[config.mk]
export PLATFORM = sky130hd
export DESIGN_NAME = cfr_front
export DESIGN_NICKNAME = d
export VERILOG_FILES = /design/src/rtl/cfr_pkg.sv /design/src/rtl/cfr_front.sv
export SDC_FILE = /design/constraint.sdc
export NUM_CORES = 1
export LEC_CHECK = 0
export ABC_AREA = 0
export BUFFER_PORTS_ARGS = -buffer_cell sky130_fd_sc_hd__buf_2
export CAP_MARGIN = 25
export CORE_ASPECT_RATIO = 0.5
export CORE_MARGIN = 2
export CORE_UTILIZATION = 35
export CTS_BUF_LIST = sky130_fd_sc_hd__clkbuf_8
export CTS_CLUSTER_DIAMETER = 80
export DETAILED_ROUTE_END_ITERATION = 7
export PLACE_DENSITY = 0.56
export SLEW_MARGIN = 10
export SYNTH_ARGS = -nofsm -noshare
export SYNTH_HDL_FRONTEND = slang
export SYNTH_SLANG_ARGS = --single-unit
[constraint.sdc]
create_clock -name clk -period 13.05 [get_ports clk]
set_input_delay 1.9575 -clock clk [delete_from_list [all_inputs] [get_ports clk]]
set_output_delay 1.9575 -clock clk [all_outputs]
set_load 0.005 [all_outputs]
[src/rtl/cfr_pkg.sv]
// ----------------------------------------------------------------------------
// cfr_pkg
// Types, constants and the quarter-wave sine table for the channel
// frequency response block.
// ----------------------------------------------------------------------------
package cfr_pkg;

    localparam int MAX_TAPS   = 32;
    localparam int MAX_RX     = 4;
    localparam int MAX_TX     = 4;
    localparam int MAX_SPAN   = 128;
    localparam int TABLE_BITS = 10;
    localparam int QSIZE      = 1 << TABLE_BITS;
    localparam int TAP_W      = $clog2(MAX_TAPS);
    localparam int AMP_AW     = $clog2(MAX_TAPS * MAX_RX * MAX_TX);

    localparam logic [63:0] HALF_PI_Q30 = 64'd1686629713;

    localparam logic [1:0] KIND_DELAY = 2'd0;
    localparam logic [1:0] KIND_AMP   = 2'd1;
    localparam logic [1:0] KIND_QUERY = 2'd2;

    localparam logic [2:0] CFG_RX_COUNT   = 3'd0;
    localparam logic [2:0] CFG_TX_COUNT   = 3'd1;
    localparam logic [2:0] CFG_TAP_COUNT  = 3'd2;
    localparam logic [2:0] CFG_HALF_SPAN  = 3'd3;
    localparam logic [2:0] CFG_PHASE_STEP = 3'd4;

    typedef struct packed {
        logic [1:0]         kind;
        logic [4:0]         tap_index;
        logic [1:0]         rx_index;
        logic [1:0]         tx_index;
        logic [15:0]        delay_ns;
        logic signed [15:0] amp_re;
        logic signed [15:0] amp_im;
        logic signed [7:0]  freq_index;
    } in_item_t;

    typedef struct packed {
        logic signed [23:0] resp_re;
        logic signed [23:0] resp_im;
        logic               status;
    } out_item_t;

    typedef struct packed {
        logic [2:0]  rx_count;
        logic [2:0]  tx_count;
        logic [5:0]  tap_count;
        logic [7:0]  half_span;
        logic [31:0] phase_step;
    } cfg_t;

    // query handed from front to back
    typedef struct packed {
        logic        ok;
        logic [1:0]  rx;
        logic [1:0]  tx;
        logic [31:0] step_f;
    } query_t;

    // store writes issued by the front
    typedef struct packed {
        logic              dly_we;
        logic              amp_we;
        logic [TAP_W-1:0]  tap;
        logic [AMP_AW-1:0] amp_addr;
        logic [15:0]       delay;
        logic [31:0]       amp;
    } store_wr_t;

    typedef logic [14:0] rom_t [QSIZE];

    localparam logic [63:0] TAYLOR_DIV [8] =
        '{64'd1, 64'd6, 64'd20, 64'd42, 64'd72, 64'd110, 64'd156, 64'd210};

    function automatic rom_t build_rom();
        rom_t        r;
        logic [63:0] x;
        logic [63:0] x2;
        logic [63:0] term;
        longint      sum;
        longint      v;
        for (int k = 0; k < QSIZE; k++) begin
            x    = (64'(k) * HALF_PI_Q30 + 64'(QSIZE / 2)) / QSIZE;
            x2   = (x * x) >> 30;
            term = x;
            sum  = longint'(x);
            for (int n = 1; n <= 7; n++) begin
                term = ((term * x2) >> 30) / TAYLOR_DIV[n];
                if ((n % 2) == 1)
                    sum = sum - longint'(term);
                else
                    sum = sum + longint'(term);
            end
            if (sum < 0)
                sum = 0;
            v    = (sum + 16384) >>> 15;
            r[k] = (v > 32767) ? 15'h7FFF : v[14:0];
        end
        return r;
    endfunction

endpackage

[src/rtl/cfr_front.sv]
// ----------------------------------------------------------------------------
// cfr_front
// Input stage: holds one item, applies loads to the stores and checks
// queries, then queues them for the back end.
// ----------------------------------------------------------------------------
module cfr_front
    import cfr_pkg::*;
(
    input  logic      clk,
    input  logic      rst_n,
    input  logic      push,
    output logic      full,
    input  in_item_t  item,
    input  cfg_t      cfg,
    input  logic      back_idle,
    input  logic      q_pop,
    output logic      q_valid,
    output query_t    q_head,
    output store_wr_t wr
);

    logic     hold_reg;
    in_item_t item_reg;
    query_t   qmem_reg [2];
    logic     wp_reg, rp_reg;
    logic [1:0] cnt_reg;

    logic     done;
    logic     q_push;
    logic     is_load;
    query_t   qn;
    logic [7:0]        span;
    logic signed [9:0] fs, sp;

    assign is_load = (item_reg.kind == KIND_DELAY) || (item_reg.kind == KIND_AMP);
    // loads wait until every earlier query has left the pipeline
    assign q_push = hold_reg && (item_reg.kind == KIND_QUERY) && (cnt_reg != 2'd2);
    always_comb
    begin
        if (!hold_reg)
            done = 1'b0;
        else if (is_load)
            done = back_idle && (cnt_reg == 2'd0);
        else if (item_reg.kind == KIND_QUERY)
            done = cnt_reg != 2'd2;
        else
            done = 1'b1;
    end

    assign full = hold_reg && !done;

    assign span = (cfg.half_span > 8'(MAX_SPAN)) ? 8'(MAX_SPAN) : cfg.half_span;
    assign fs   = 10'(item_reg.freq_index);
    assign sp   = signed'({2'b00, span});

    always_comb
    begin
        qn.rx     = item_reg.rx_index;
        qn.tx     = item_reg.tx_index;
        qn.ok     = ({1'b0, item_reg.rx_index} < cfg.rx_count)
                 && ({1'b0, item_reg.tx_index} < cfg.tx_count)
                 && (fs >= -sp) && (fs < sp);
        qn.step_f = cfg.phase_step * 32'(item_reg.freq_index);
    end

    always_comb
    begin
        wr.dly_we   = hold_reg && done && (item_reg.kind == KIND_DELAY);
        wr.amp_we   = hold_reg && done && (item_reg.kind == KIND_AMP);
        wr.tap      = item_reg.tap_index;
        wr.amp_addr = {item_reg.tap_index, item_reg.tx_index, item_reg.rx_index};
        wr.delay    = item_reg.delay_ns;
        wr.amp      = {item_reg.amp_im, item_reg.amp_re};
    end

    assign q_valid = cnt_reg != 2'd0;
    assign q_head  = qmem_reg[rp_reg];

    always_ff @(posedge clk or negedge rst_n)
    begin
        if (!rst_n)
        begin
            hold_reg <= 1'b0;
            wp_reg   <= 1'b0;
            rp_reg   <= 1'b0;
            cnt_reg  <= 2'd0;
        end
        else
        begin
            if (push && !full)
                hold_reg <= 1'b1;
            else if (done)
                hold_reg <= 1'b0;
            if (q_push)
                wp_reg <= !wp_reg;
            if (q_pop)
                rp_reg <= !rp_reg;
            cnt_reg <= cnt_reg + 2'(q_push) - 2'(q_pop);
        end
    end

    always_ff @(posedge clk)
    begin
        if (push && !full)
            item_reg <= item;
        if (q_push)
            qmem_reg[wp_reg] <= qn;
    end

endmodule

After elaboration in Yosys (flattened, before gate mapping) --
Memories as Yosys holds them, arrays and structs flattened. Index checks and enable logic that the tools add are counted.
Word-level totals: input bits 124, logic and storage cells 53, bits in writable memories 74, memories 1, register bits 72
Memories:
- qmem_reg | depth 2, bits a word 37, rd ports 1, clocked after Yosys merged registers in 0, wr ports 1, RTL line cfr_front.sv:24 | query_t qmem_reg [2];
Cells by class: $lt $le $gt $ge 5, muxes and demuxes 8, add/sub/neg operators 3, reductions and logical operators 20, equality and inequality tests 3, multiply operators 1
Operators with widths (number):
- $mul 32x8->32 | 1
- $logic_and 1x1->1 | 11
- $ge 8x10->1 | 1
- $neg 8->10 | 1
- $lt 8x9->1 | 1
- $gt 8x8->1 const B | 1
- $mux 8 | 1
- $mux 1 | 7
- $lt 2x3->1 | 2
- $logic_not 1->1 | 4
- $logic_not 2->1 | 2
- $reduce_bool 2->1 | 2
- $add 2x1->2 | 1
- $eq 2x1->1 const B | 1
- $eq 2x2->1 const B | 1
- $ne 2x2->1 const B | 1
- $sub 2x1->2 | 1
- $logic_or 1x1->1 | 1

Longest topological paths before layout --
Gate-level depths: netlist of the first run.
depth after elaboration 9, mapped depth 21, depth with buffers taken out 18

Least setup slack after synthesis of the first run --
Ideal clock, no wire load.
path kind input port to flip-flop, start input port cfg[14] in the netlist's numbering, end memory qmem_reg[0][30] in the netlist's numbering, data pin, buffers on the path 1, setup slack 6712 ps, cell stages on the path 16, required time 12784 ps, arrival time 6072 ps, library setup time 266 ps, cell sequence and2_1 -> fa_1 -> fa_1 -> fa_1 -> inv_1 -> fa_1 -> inv_1 -> ha_1 -> buf_2 -> nand3_1 -> a2111oi_0 -> a211oi_1 -> o31ai_1 -> nor3_1 -> o21bai_1 -> xor2_1
RTL lines:
- from (decl) | RTL line cfr_front.sv:14 | input cfg_t cfg,
- to (decl) | RTL line cfr_front.sv:24

==> results of run 1 <==
synthesized netlist by cell type, types with 3 or more instances:
cell type	number	share of area [%]
nand3_1	10	0.38
nor2b_1	5	0.24
o21a_1	13	0.74
o21bai_1	3	0.17
nand2_1	60	1.7
nor3_1	7	0.26
ha_1	87	8.2
dfrtp_1	5	0.94
or3_1	3	0.14
nor4_1	4	0.19
and2_1	162	7.6
nor2_1	41	1.2
a211oi_1	4	0.23
xnor2_1	33	2.2
o21ai_1	3	0.11
clkbuf_1	26	0.74
nand2b_1	19	0.90
o31ai_1	4	0.23
a2111oi_0	3	0.20
inv_1	231	6.5
fa_1	157	24
o21ai_0	10	0.38
a21oi_1	26	0.98
a21o_1	5	0.28
nand4_1	4	0.19
buf_4	62	3.5
edfxtp_1	141	32
xor2_1	14	0.93
mux2_2	37	3.1
worst min path at each step:
| stage | start | end | slack, ps | depth (start not counted) |
|---|---|---|---|---|
| 6_report | wr[48] | qmem_reg[0][34] | 540 | 0 |
| 5_1_grt | wr[48] | qmem_reg[0][34] | 570 | 0 |
| 4_1_cts | cnt_reg[1] | cnt_reg[1] | 540 | 1 |
| 3_5_place_dp | cnt_reg[1] | cnt_reg[1] | 510 | 1 |
| 3_3_place_gp | wr[48] | qmem_reg[0][34] | 500 | 0 |
| 2_1_floorplan | wr[50] | qmem_reg[0][32] | 460 | 0 |
stage by stage:
stage               hold WS [ps]  cell area (sq um)
finish                       542              14900
CTS                          535              14900
global placement             503              14500
detailed placement           511              14500
floorplan                    461              13300
global route                 573              14900
area by class of cell:
cell class | instances | area (sq um)
fill | 3651 | 22500
timing repair buffer | 231 | 1210
sequential | 146 | 4360
tap | 494 | 618
multi-input combinational | 739 | 7460
inverter | 232 | 871
clock inverter | 15 | 143
clock buffer | 17 | 234
cells in the final DEF, fill, tap and decap left out, types with 5 or more instances in the layout:
master	instances
nor2b_1	5
a21o_1	5
edfxtp_1	141
nor3_1	7
nor2_1	39
fa_1	157
a21oi_1	26
buf_4	9
and2_1	161
nand3_1	10
xor2_1	14
nand2b_1	19
ha_1	87
dfrtp_1	5
o21a_1	13
mux2_2	37
clkbuf_8	17
o21ai_0	10
inv_1	232
nand2_1	60
xnor2_1	33
buf_2	220
cell families after synthesis:
| family | synth area share (%) |
|---|---|
| xor gates and xnor gates | 3.11 |
| adders and majority gates | 31.9 |
| muxes | 3.14 |
| AOI/OAI and AO/OA | 4.62 |
| and+or+nand+nor | 13.4 |
| DFF | 32.9 |
| buffers and inverters | 10.9 |
per-layer routing:
layer  vias up  global-route usage (%)  share of wire, %
li1       4079                       -                 -
met1      4311                    20.9                47
met2       158                    26.8                49
met3        16                    1.48               3.0
met4         0                    3.51               1.1
met5         -                       0                 0
critical path: cells and delay by family:
kind	cells	cell delay, ps
buffers and inverters	3	240
and+or+nand+nor	3	540
AOI/OAI and AO/OA	4	1360
adders and majority gates	5	2490
xor gates and xnor gates	1	240
==> metrics.md, run 1 <==
| Metric | Value |
|---|---|
| Latest clock arrival within the worst-skew pair | `440 ps` |
| Final Hold Fails | `0` |
| Pre-antenna DRT Iters | `5` |
| Drt total wl | `29600 um` |
| Crit path top cell by count | `fa_1` |
| CP arrival | `6820 ps` |
| Post-CTS Setup Repair Bufs | `0` |
| Via count | `8564` |
| Gr ovfl total | `0` |
| Routed len/inst | `15.8 um` |
| Type of element launching the critical path | `input port` |
| CP peak stage delay | `610 ps` |
| Fraction of the cycle the final worst path needs | `50.4%` |
| Relative slew slack | `35.9%` |
| MaxCap Viol Count | `0` |
| Reg-to-reg startpoint | `fs[7]` |
| Crit path kind | `input port to flip-flop` |
| Ant diodes | `0` |
| Main synth FF type | `edfxtp_1` |
| Max FFs per register | `74` |
| Post-cts resize count | `0` |
| Fin crit period | `6580 ps` |
| Worst R2R Path Depth | `17` |
| Setup violations, final | `0` |
| Worst reg2reg path endpoint | `qmem_reg[1][30]` |
| Die area | `39500 sq um` |
| CP Max Fanout | `8` |
| Die Ht | `142 um` |
| Outcome | `finished, final reports clean` |
| Io pins | `227` |
| Core footprint | `37300 sq um` |
| Max clock buf depth | `2` |
| GRT Total Usage | `15.4%` |
| Vias per inst | `4.57` |
| Die W | `279 um` |
| Area grow syn2layout | `12.4%` |
| Port Buffers | `220` |
| Critical path cell sequence | `buf_2, and2_1, fa_1, fa_1, fa_1, inv_1, fa_1, inv_1, ha_1, nand3_1, a2111oi_0, a211oi_1, o31ai_1, nor3_1, o21bai_1, xor2_1` |
| Reg2reg setup slack | `6780 ps` |
| Post-placement setup slack | `5960 ps` |
| Post-route setup slack | `6470 ps` |
| Placed cells | `1842` |
| F_max | `152 MHz` |
| Final ANT Viol Nets | `0` |
| Number of core rows | `50` |
| RD Place Congestion | `0.801` |
| Fin util | `39.9%` |
| Hold WC Path Type | `flip-flop to flip-flop` |
| Yosys reg bits | `146` |
| Vias in the first global route | `8958` |
| Worst-Margin Slew | `962 ps` |
| Synth Net Count | `1576` |
| Post-route DRC | `0` |
| Data required, critical path | `13300 ps` |
| H-Tree Depth | `4` |
| Sequential element share of the synthesized area | `32.9%` |
| Post-synthesis cell type count | `52` |
| Syn Std Cell Area | `13300 sq um` |
| Critical Path Start | `cfg[14]` |
| Crit path capture | `qmem_reg[1][30]` |
| Post-synth EDFFs | `141` |
| Nets | `1735` |
| Clk slew on worst S/H paths | `90 ps` |
| Pin count of the biggest net entering global routing | `68` |
| Initial DRC Count | `386` |
| YS warnings | `0` |
| Max-slew violations | `0` |
| Share of post-route cells with drive strength above 1 | `22.3%` |
| Initial antenna violation count | `0` |
| Post-DP HPWL | `23100 um` |
| Avg Cell Area, Syn | `11.0 sq um` |
| Final setup TNS | `0 ps` |
| CTS buffer count | `17` |
| CTS tree | `done` |
| Slowest CP cell | `a2111oi_0` |
| Clock sink count | `146` |
| CTS Hold Buffers Added | `0` |
| Fin cells | `1874` |
| Effective utilization at floorplan | `35.5%` |
| Async set or reset register ratio after synthesis | `3.42%` |
| First-pass GRT wire length | `47900 um` |
| RSZ-0062 raised after global routing | `false` |
| CTS root buf | `clkbuf_8` |
| Setup Skew | `16.7 ps` |
| Critical path endpoint category | `flip-flop` |
| Syn Inst Count | `1208` |
Power of run 1 is left out: the tool's default activity adds up to more than one toggle a clock period on the data nets, which glitch-free logic cannot reach.
==> run 2: changes to the inputs <==
--- a/config.mk
+++ b/config.mk
@@ -14,7 +14,7 @@
 export CTS_BUF_LIST = sky130_fd_sc_hd__clkbuf_8
 export CTS_CLUSTER_DIAMETER = 80
 export DETAILED_ROUTE_END_ITERATION = 7
-export PLACE_DENSITY = 0.56
+export PLACE_DENSITY = 0.58
 export SLEW_MARGIN = 10
 export SYNTH_ARGS = -nofsm -noshare
 export SYNTH_HDL_FRONTEND = slang
==> constraint.sdc (replaced) <==
create_clock -name clk -period 6 [get_ports clk]
set_input_delay 0.9 -clock clk [delete_from_list [all_inputs] [get_ports clk]]
set_output_delay 0.9 -clock clk [all_outputs]
set_load 0.005 [all_outputs]
==> run 2 against run 1 <==
  * Non-clock buffer count grew 17
  * Cell area grew 1.6%
  * Core utilization grew 0.65 points
  * Via count grew 1.7%
  * Critical endpoint is now qmem_reg[1][27]
  * Critical path depth grew 1
  * Global-route usage shrank 0.18 points
  * Count of clock-buffer cells in the layout is the same
  * Die area is the same
  * First-iteration DRC count grew 3.9%
  * Flip-flop and latch count is the same
==> metrics.md, run 2 (synthesis gave the netlist of run 1 again) <==
| Metric | Value |
|---|---|
| Critical path cell sequence | `and2_1, fa_1, fa_1, fa_1, inv_1, fa_1, inv_1, ha_1, nand3_1, buf_4, a211oi_1, a21oi_1, o41ai_4, nor4b_2, o311a_4, nor2b_1, xnor2_1` |
| Max-slew violations | `0 (unchanged)` |
| Share of post-route cells with drive strength above 1 | `23.5% (+1.2 points)` |
| Max FFs per register | `74 (unchanged)` |
| Crit path top cell by count | `fa_1` |
| Type of element launching the critical path | `flip-flop` |
| Commonest non-fill, non-tap cell in the layout | `inv_1` |
| RSZ-0062 raised after global routing | `false` |
| H-Tree Depth | `4 (unchanged)` |
| Core footprint | `37300 sq um (unchanged)` |
| Post-cts resize count | `0 (unchanged)` |
| Initial DRC Count | `401 (+3.9%)` |
| Fin cells | `1892 (+0.96%)` |
| Gr ovfl total | `0 (unchanged)` |
| CP Buf/Inv Count | `3 (unchanged)` |
| RD Place Congestion | `0.836 (+4.4%)` |
| Cell family with most CP delay | `adder cells` |
| Crit path kind | `flip-flop to flip-flop` |
| CTS tree | `done` |
| CTS buffer count | `17 (unchanged)` |
| CP arrival | `5810 ps (-1010 ps)` |
| Initial antenna violation count | `2 (+2)` |
| CP Max Fanout | `22 (+14)` |
| Final Hold Fails | `0 (unchanged)` |
| Max clock buf depth | `2 (unchanged)` |
| Die Ht | `142 um (unchanged)` |
| MaxCap Viol Count | `0 (unchanged)` |
| Fraction of the cycle the final worst path needs | `93.3%` |
| Post-route DRC | `0 (unchanged)` |
| Die W | `279 um (unchanged)` |
| Die area | `39500 sq um (unchanged)` |
| Critical path endpoint category | `flip-flop` |
| Routed len/inst | `15.6 um (-1.1%)` |
| GRT Total Usage | `15.2% (-0.18 points)` |
| Most frequent cells in the layout | `inv_1, buf_2, and2_1` |
| Setup violations, final | `0 (unchanged)` |
| Clock sink count | `146 (unchanged)` |
| Pin count of the biggest net entering global routing | `68 (unchanged)` |
| Placed cells | `1856 (+0.76%)` |
| Latest clock arrival within the worst-skew pair | `480 ps (+40 ps)` |
| Vias per inst | `4.60 (+0.69%)` |
| Effective utilization at floorplan | `35.5% (unchanged)` |
| Fin crit period | `5600 ps` |
| Nets | `1752 (+0.98%)` |
| Final ANT Viol Nets | `0 (unchanged)` |
| Outcome | `finished, final reports clean` |
| Data required, critical path | `6210 ps (-7090 ps)` |
| CTS root buf | `clkbuf_8` |
| Via count | `8706 (+1.7%)` |
| Worst-Margin Slew | `992 ps (+29.8 ps)` |
| Final setup TNS | `0 ps (unchanged)` |
| Setup Skew | `25.9 ps (+9.14 ps)` |
| Post-DP HPWL | `23600 um (+2.5%)` |
| Slowest CP cell | `edfxtp_1` |
| Number of core rows | `50 (unchanged)` |
| First-pass GRT wire length | `47600 um (-0.55%)` |
| Pre-antenna DRT Iters | `7 (+2)` |
| Relative slew slack | `33.9% (-2.0 points)` |
| Area grow syn2layout | `14.2%` |
| Io pins | `227 (unchanged)` |
| Drt total wl | `29500 um (-0.18%)` |
| Hold WC Path Type | `input port to async pin` |
| Vias in the first global route | `9162 (+2.3%)` |
| Clk slew on worst S/H paths | `110 ps (+20 ps)` |
| CP peak stage delay | `890 ps (+280 ps)` |
| Port Buffers | `220 (unchanged)` |
| F_max | `179 MHz` |
## run 2: cell count changes in the layout (fill, tap and decap cells not counted), moves of 3 or more
cell / delta
buf_4: +15
inv_8: +5
clkinv_8: +4
clkinv_2: -3
## run 2: area by class of cell
| type | count | area [sq um] |
|---|---|---|
| clock buffer | 17 | 234 |
| antenna | 1 | 2.50 |
| timing repair buffer | 248 | 1380 |
| inverter | 232 | 871 |
| multi-input combinational | 739 | 7460 |
| sequential | 146 | 4360 |
| clock inverter | 15 | 214 |
| fill | 3551 | 22200 |
| tap | 494 | 618 |
## run 2: worst paths after layout
check                       start              end  slack [ps]  depth (start not counted)
min                         rst_n       cnt_reg[1]         230                          1
max in group asynchronous   rst_n         hold_reg        5640                          1
min reg2reg                wr[48]  qmem_reg[0][34]         520                          0
max                         fs[5]  qmem_reg[1][27]         400                         17
max reg2reg                 fs[5]  qmem_reg[1][27]         400                         17
min in group clk           wr[48]  qmem_reg[0][34]         520                          0
## run 2: routing by layer
metal	vias up	track usage, %	part of all wire (%)
li1	4119	-	-
met1	4400	19.8	46
met2	165	26.9	50
met3	22	2.06	3.5
met4	0	3.65	1.2
met5	-	0	0
## run 2: stage by stage
stage | worst slack [ps] | hold WS [ps] | instance area (sq um) | utilization (%)
finish | 402 | 226 | 15100 | 40.5
global route | 6.58 | 181 | 15100 | 40.5
CTS | 335 | 176 | 15100 | 40.4
detailed placement | 172 | 500 | 14700 | 39.2
global placement | 283 | 485 | 14600 | 39.1
floorplan | 713 | 461 | 13300 | -
## run 2: what timing repair did
item                       4_1_cts  5_1_grt
hold endpoints to repair         0        0
buffers inserted                 0        3
setup endpoints to repair        0        6
hold buffers                     0        0
Power of run 2 is left out for the same reason.
==> run 3: changes to the inputs <==
--- a/config.mk
+++ b/config.mk
@@ -14,7 +14,7 @@
 export CTS_BUF_LIST = sky130_fd_sc_hd__clkbuf_8
 export CTS_CLUSTER_DIAMETER = 80
 export DETAILED_ROUTE_END_ITERATION = 7
-export PLACE_DENSITY = 0.58
+export PLACE_DENSITY = 0.56
 export SLEW_MARGIN = 10
 export SYNTH_ARGS = -nofsm -noshare
 export SYNTH_HDL_FRONTEND = slang
==> constraint.sdc (replaced) <==
create_clock -name clk -period 6.3 [get_ports clk]
set_input_delay 0.945 -clock clk [delete_from_list [all_inputs] [get_ports clk]]
set_output_delay 0.945 -clock clk [all_outputs]
set_load 0.005 [all_outputs]
==> run 3 against run 2 <==
  * Clock skew down 14 ps
  * First-iteration DRC count is 11% lower
  * Sequential share of layout area up 0.34 points
  * Fmax fell by 4.8%
  * Register-to-register slack gained 20 ps
  * Core utilization fell by 0.48 points
  * Cell area shrank 1.2%
  * Cell count shrank 0.42%
  * Wire length is 0.78% higher
  * Critical endpoint is now qmem_reg[1][30]
==> metrics.md, run 3 (synthesis gave the netlist of run 1 again) <==
| Metric | Value |
|---|---|
| Area grow syn2layout | `12.9%` |
| H-Tree Depth | `4 (unchanged)` |
| Final setup TNS | `0 ps (unchanged)` |
| Worst reg2reg path endpoint | `qmem_reg[1][30]` |
| Max FFs per register | `74 (unchanged)` |
| Post-DP HPWL | `23800 um (+0.79%)` |
| Fin crit period | `5880 ps (+280 ps)` |
| Type of element launching the critical path | `flip-flop` |
| Reg2reg setup slack | `420 ps (+20 ps)` |
| Die Ht | `142 um (unchanged)` |
| RSZ-0062 raised after global routing | `false` |
| Commonest non-fill, non-tap cell in the layout | `inv_1` |
| Core footprint | `37300 sq um (unchanged)` |
| RD Place Congestion | `0.843 (+0.92%)` |
| Most frequent cells in the layout | `inv_1, buf_2, and2_1` |
| Nets | `1745 (-0.40%)` |
| Critical Path Start | `fs[2]` |
| Final instance area | `15000 sq um (-1.2%)` |
| Die area | `39500 sq um (unchanged)` |
| Drt total wl | `29700 um (+0.78%)` |
| CP Max Fanout | `22 (unchanged)` |
| CTS Hold Buffers Added | `0 (unchanged)` |
| Outcome | `finished, final reports clean` |
| Crit path kind | `flip-flop to flip-flop` |
| Vias in the first global route | `8791 (-4.0%)` |
| Initial DRC Count | `357 (-11%)` |
| Worst-Margin Slew | `982 ps (-9.31 ps)` |
| Share of post-route cells with drive strength above 1 | `23.0% (-0.46 points)` |
| Hold WC Path Type | `input port to async pin` |
| Fraction of the cycle the final worst path needs | `93.3% (about the same)` |
| Die W | `279 um (unchanged)` |
| First-pass GRT wire length | `47000 um (-1.3%)` |
| Register Area | `4360 sq um (unchanged)` |
| Gr ovfl total | `0 (unchanged)` |
| Ant diodes | `0 (-1)` |
| Vias per inst | `4.61 (about the same)` |
| Fin cells | `1884 (-0.42%)` |
| Footprint of the multi-input gates | `7460 sq um (unchanged)` |
| MaxCap Viol Count | `0 (unchanged)` |
| Number of core rows | `50 (unchanged)` |
| Clk slew on worst S/H paths | `90 ps (-20 ps)` |
| Placed cell area | `14600 sq um (-0.39%)` |
| Clock sink count | `146 (unchanged)` |
| CP arrival | `6130 ps (+320 ps)` |
| Initial antenna violation count | `0 (-2)` |
| Latest clock arrival within the worst-skew pair | `430 ps (-50 ps)` |
| Post-cts resize count | `0 (unchanged)` |
| Relative slew slack | `34.5% (+0.62 points)` |
| Post-route DRC | `0 (unchanged)` |
| Critical path endpoint category | `flip-flop` |
| Data required, critical path | `6550 ps (+340 ps)` |
| Final Hold Fails | `0 (unchanged)` |
| Io pins | `227 (unchanged)` |
| Fillers | `3619 (+1.9%)` |
| CTS root buf | `clkbuf_8` |
| Reg-to-reg startpoint | `fs[2]` |
| Max clock buf depth | `2 (unchanged)` |
| Routed len/inst | `15.8 um (+1.2%)` |
| Placed cells | `1852 (-0.22%)` |
| Max-slew violations | `0 (unchanged)` |
| CTS tree | `done` |
| Crit path capture | `qmem_reg[1][30]` |
| Worst R2R Path Depth | `15 (-2)` |
| Pin count of the biggest net entering global routing | `68 (unchanged)` |
| Pre-antenna DRT Iters | `5 (-2)` |
| GRT Total Usage | `15.1% (-0.12 points)` |
| Post-CTS Setup Repair Bufs | `0 (unchanged)` |
| Final ANT Viol Nets | `0 (unchanged)` |
| Via count | `8677 (-0.33%)` |
| Port Buffers | `220 (unchanged)` |
| CTS buffer count | `17 (unchanged)` |
| Effective utilization at floorplan | `35.5% (unchanged)` |
| Setup violations, final | `0 (unchanged)` |
| F_max | `170 MHz (-4.8%)` |
| Setup Skew | `11.9 ps (-14.0 ps)` |
[run 3: how the worst min path moves through the flow]
stage / cells past startpoint / end / slack (ps)
2_1_floorplan: 0 / qmem_reg[0][32] / 460
6_report: 1 / hold_reg / 320
4_1_cts: 1 / hold_reg / 280
3_3_place_gp: 0 / qmem_reg[0][34] / 500
3_5_place_dp: 1 / cnt_reg[1] / 510
5_1_grt: 1 / hold_reg / 280
[run 3: stage by stage]
stage | utilization [%] | hold slack, ps | worst slack [ps]
2_1_floorplan | - | 461 | 975
3_3_place_gp | 39.0 | 499 | 335
3_5_place_dp | 39.1 | 514 | 301
4_1_cts | 40.1 | 284 | 445
5_1_grt | 40.1 | 277 | 3.42
6_report | 40.1 | 319 | 421
[run 3: critical path, stage by stage, from the launching register on]
cell	delay, ps
edfxtp_1	1000
and2_1	260
fa_1	430
fa_1	480
fa_1	540
inv_1	50
fa_1	530
inv_1	40
ha_1	410
nand3_1	270
a2111oi_0	580
a211oi_1	220
o31ai_1	360
nor3_1	100
o21bai_1	170
xor2_1	250
[run 3: per-layer routing]
metal	wire, um	vias up	track usage [%]
met4	569	0	4.27
met2	14500	164	25.7
met3	984	28	1.68
met1	13700	4382	20.5
li1	-	4103	-
met5	0	-	0
[run 3: cell type report]
class / instances / area share, %
well taps: 494 / 4.13
repair buffers: 241 / 8.58
clock buffers: 17 / 1.56
inverters: 232 / 5.82
multi-input cells: 739 / 49.9
clock inverters: 15 / 0.878
flip-flops and latches: 146 / 29.1
Power of run 3 is left out for the same reason.
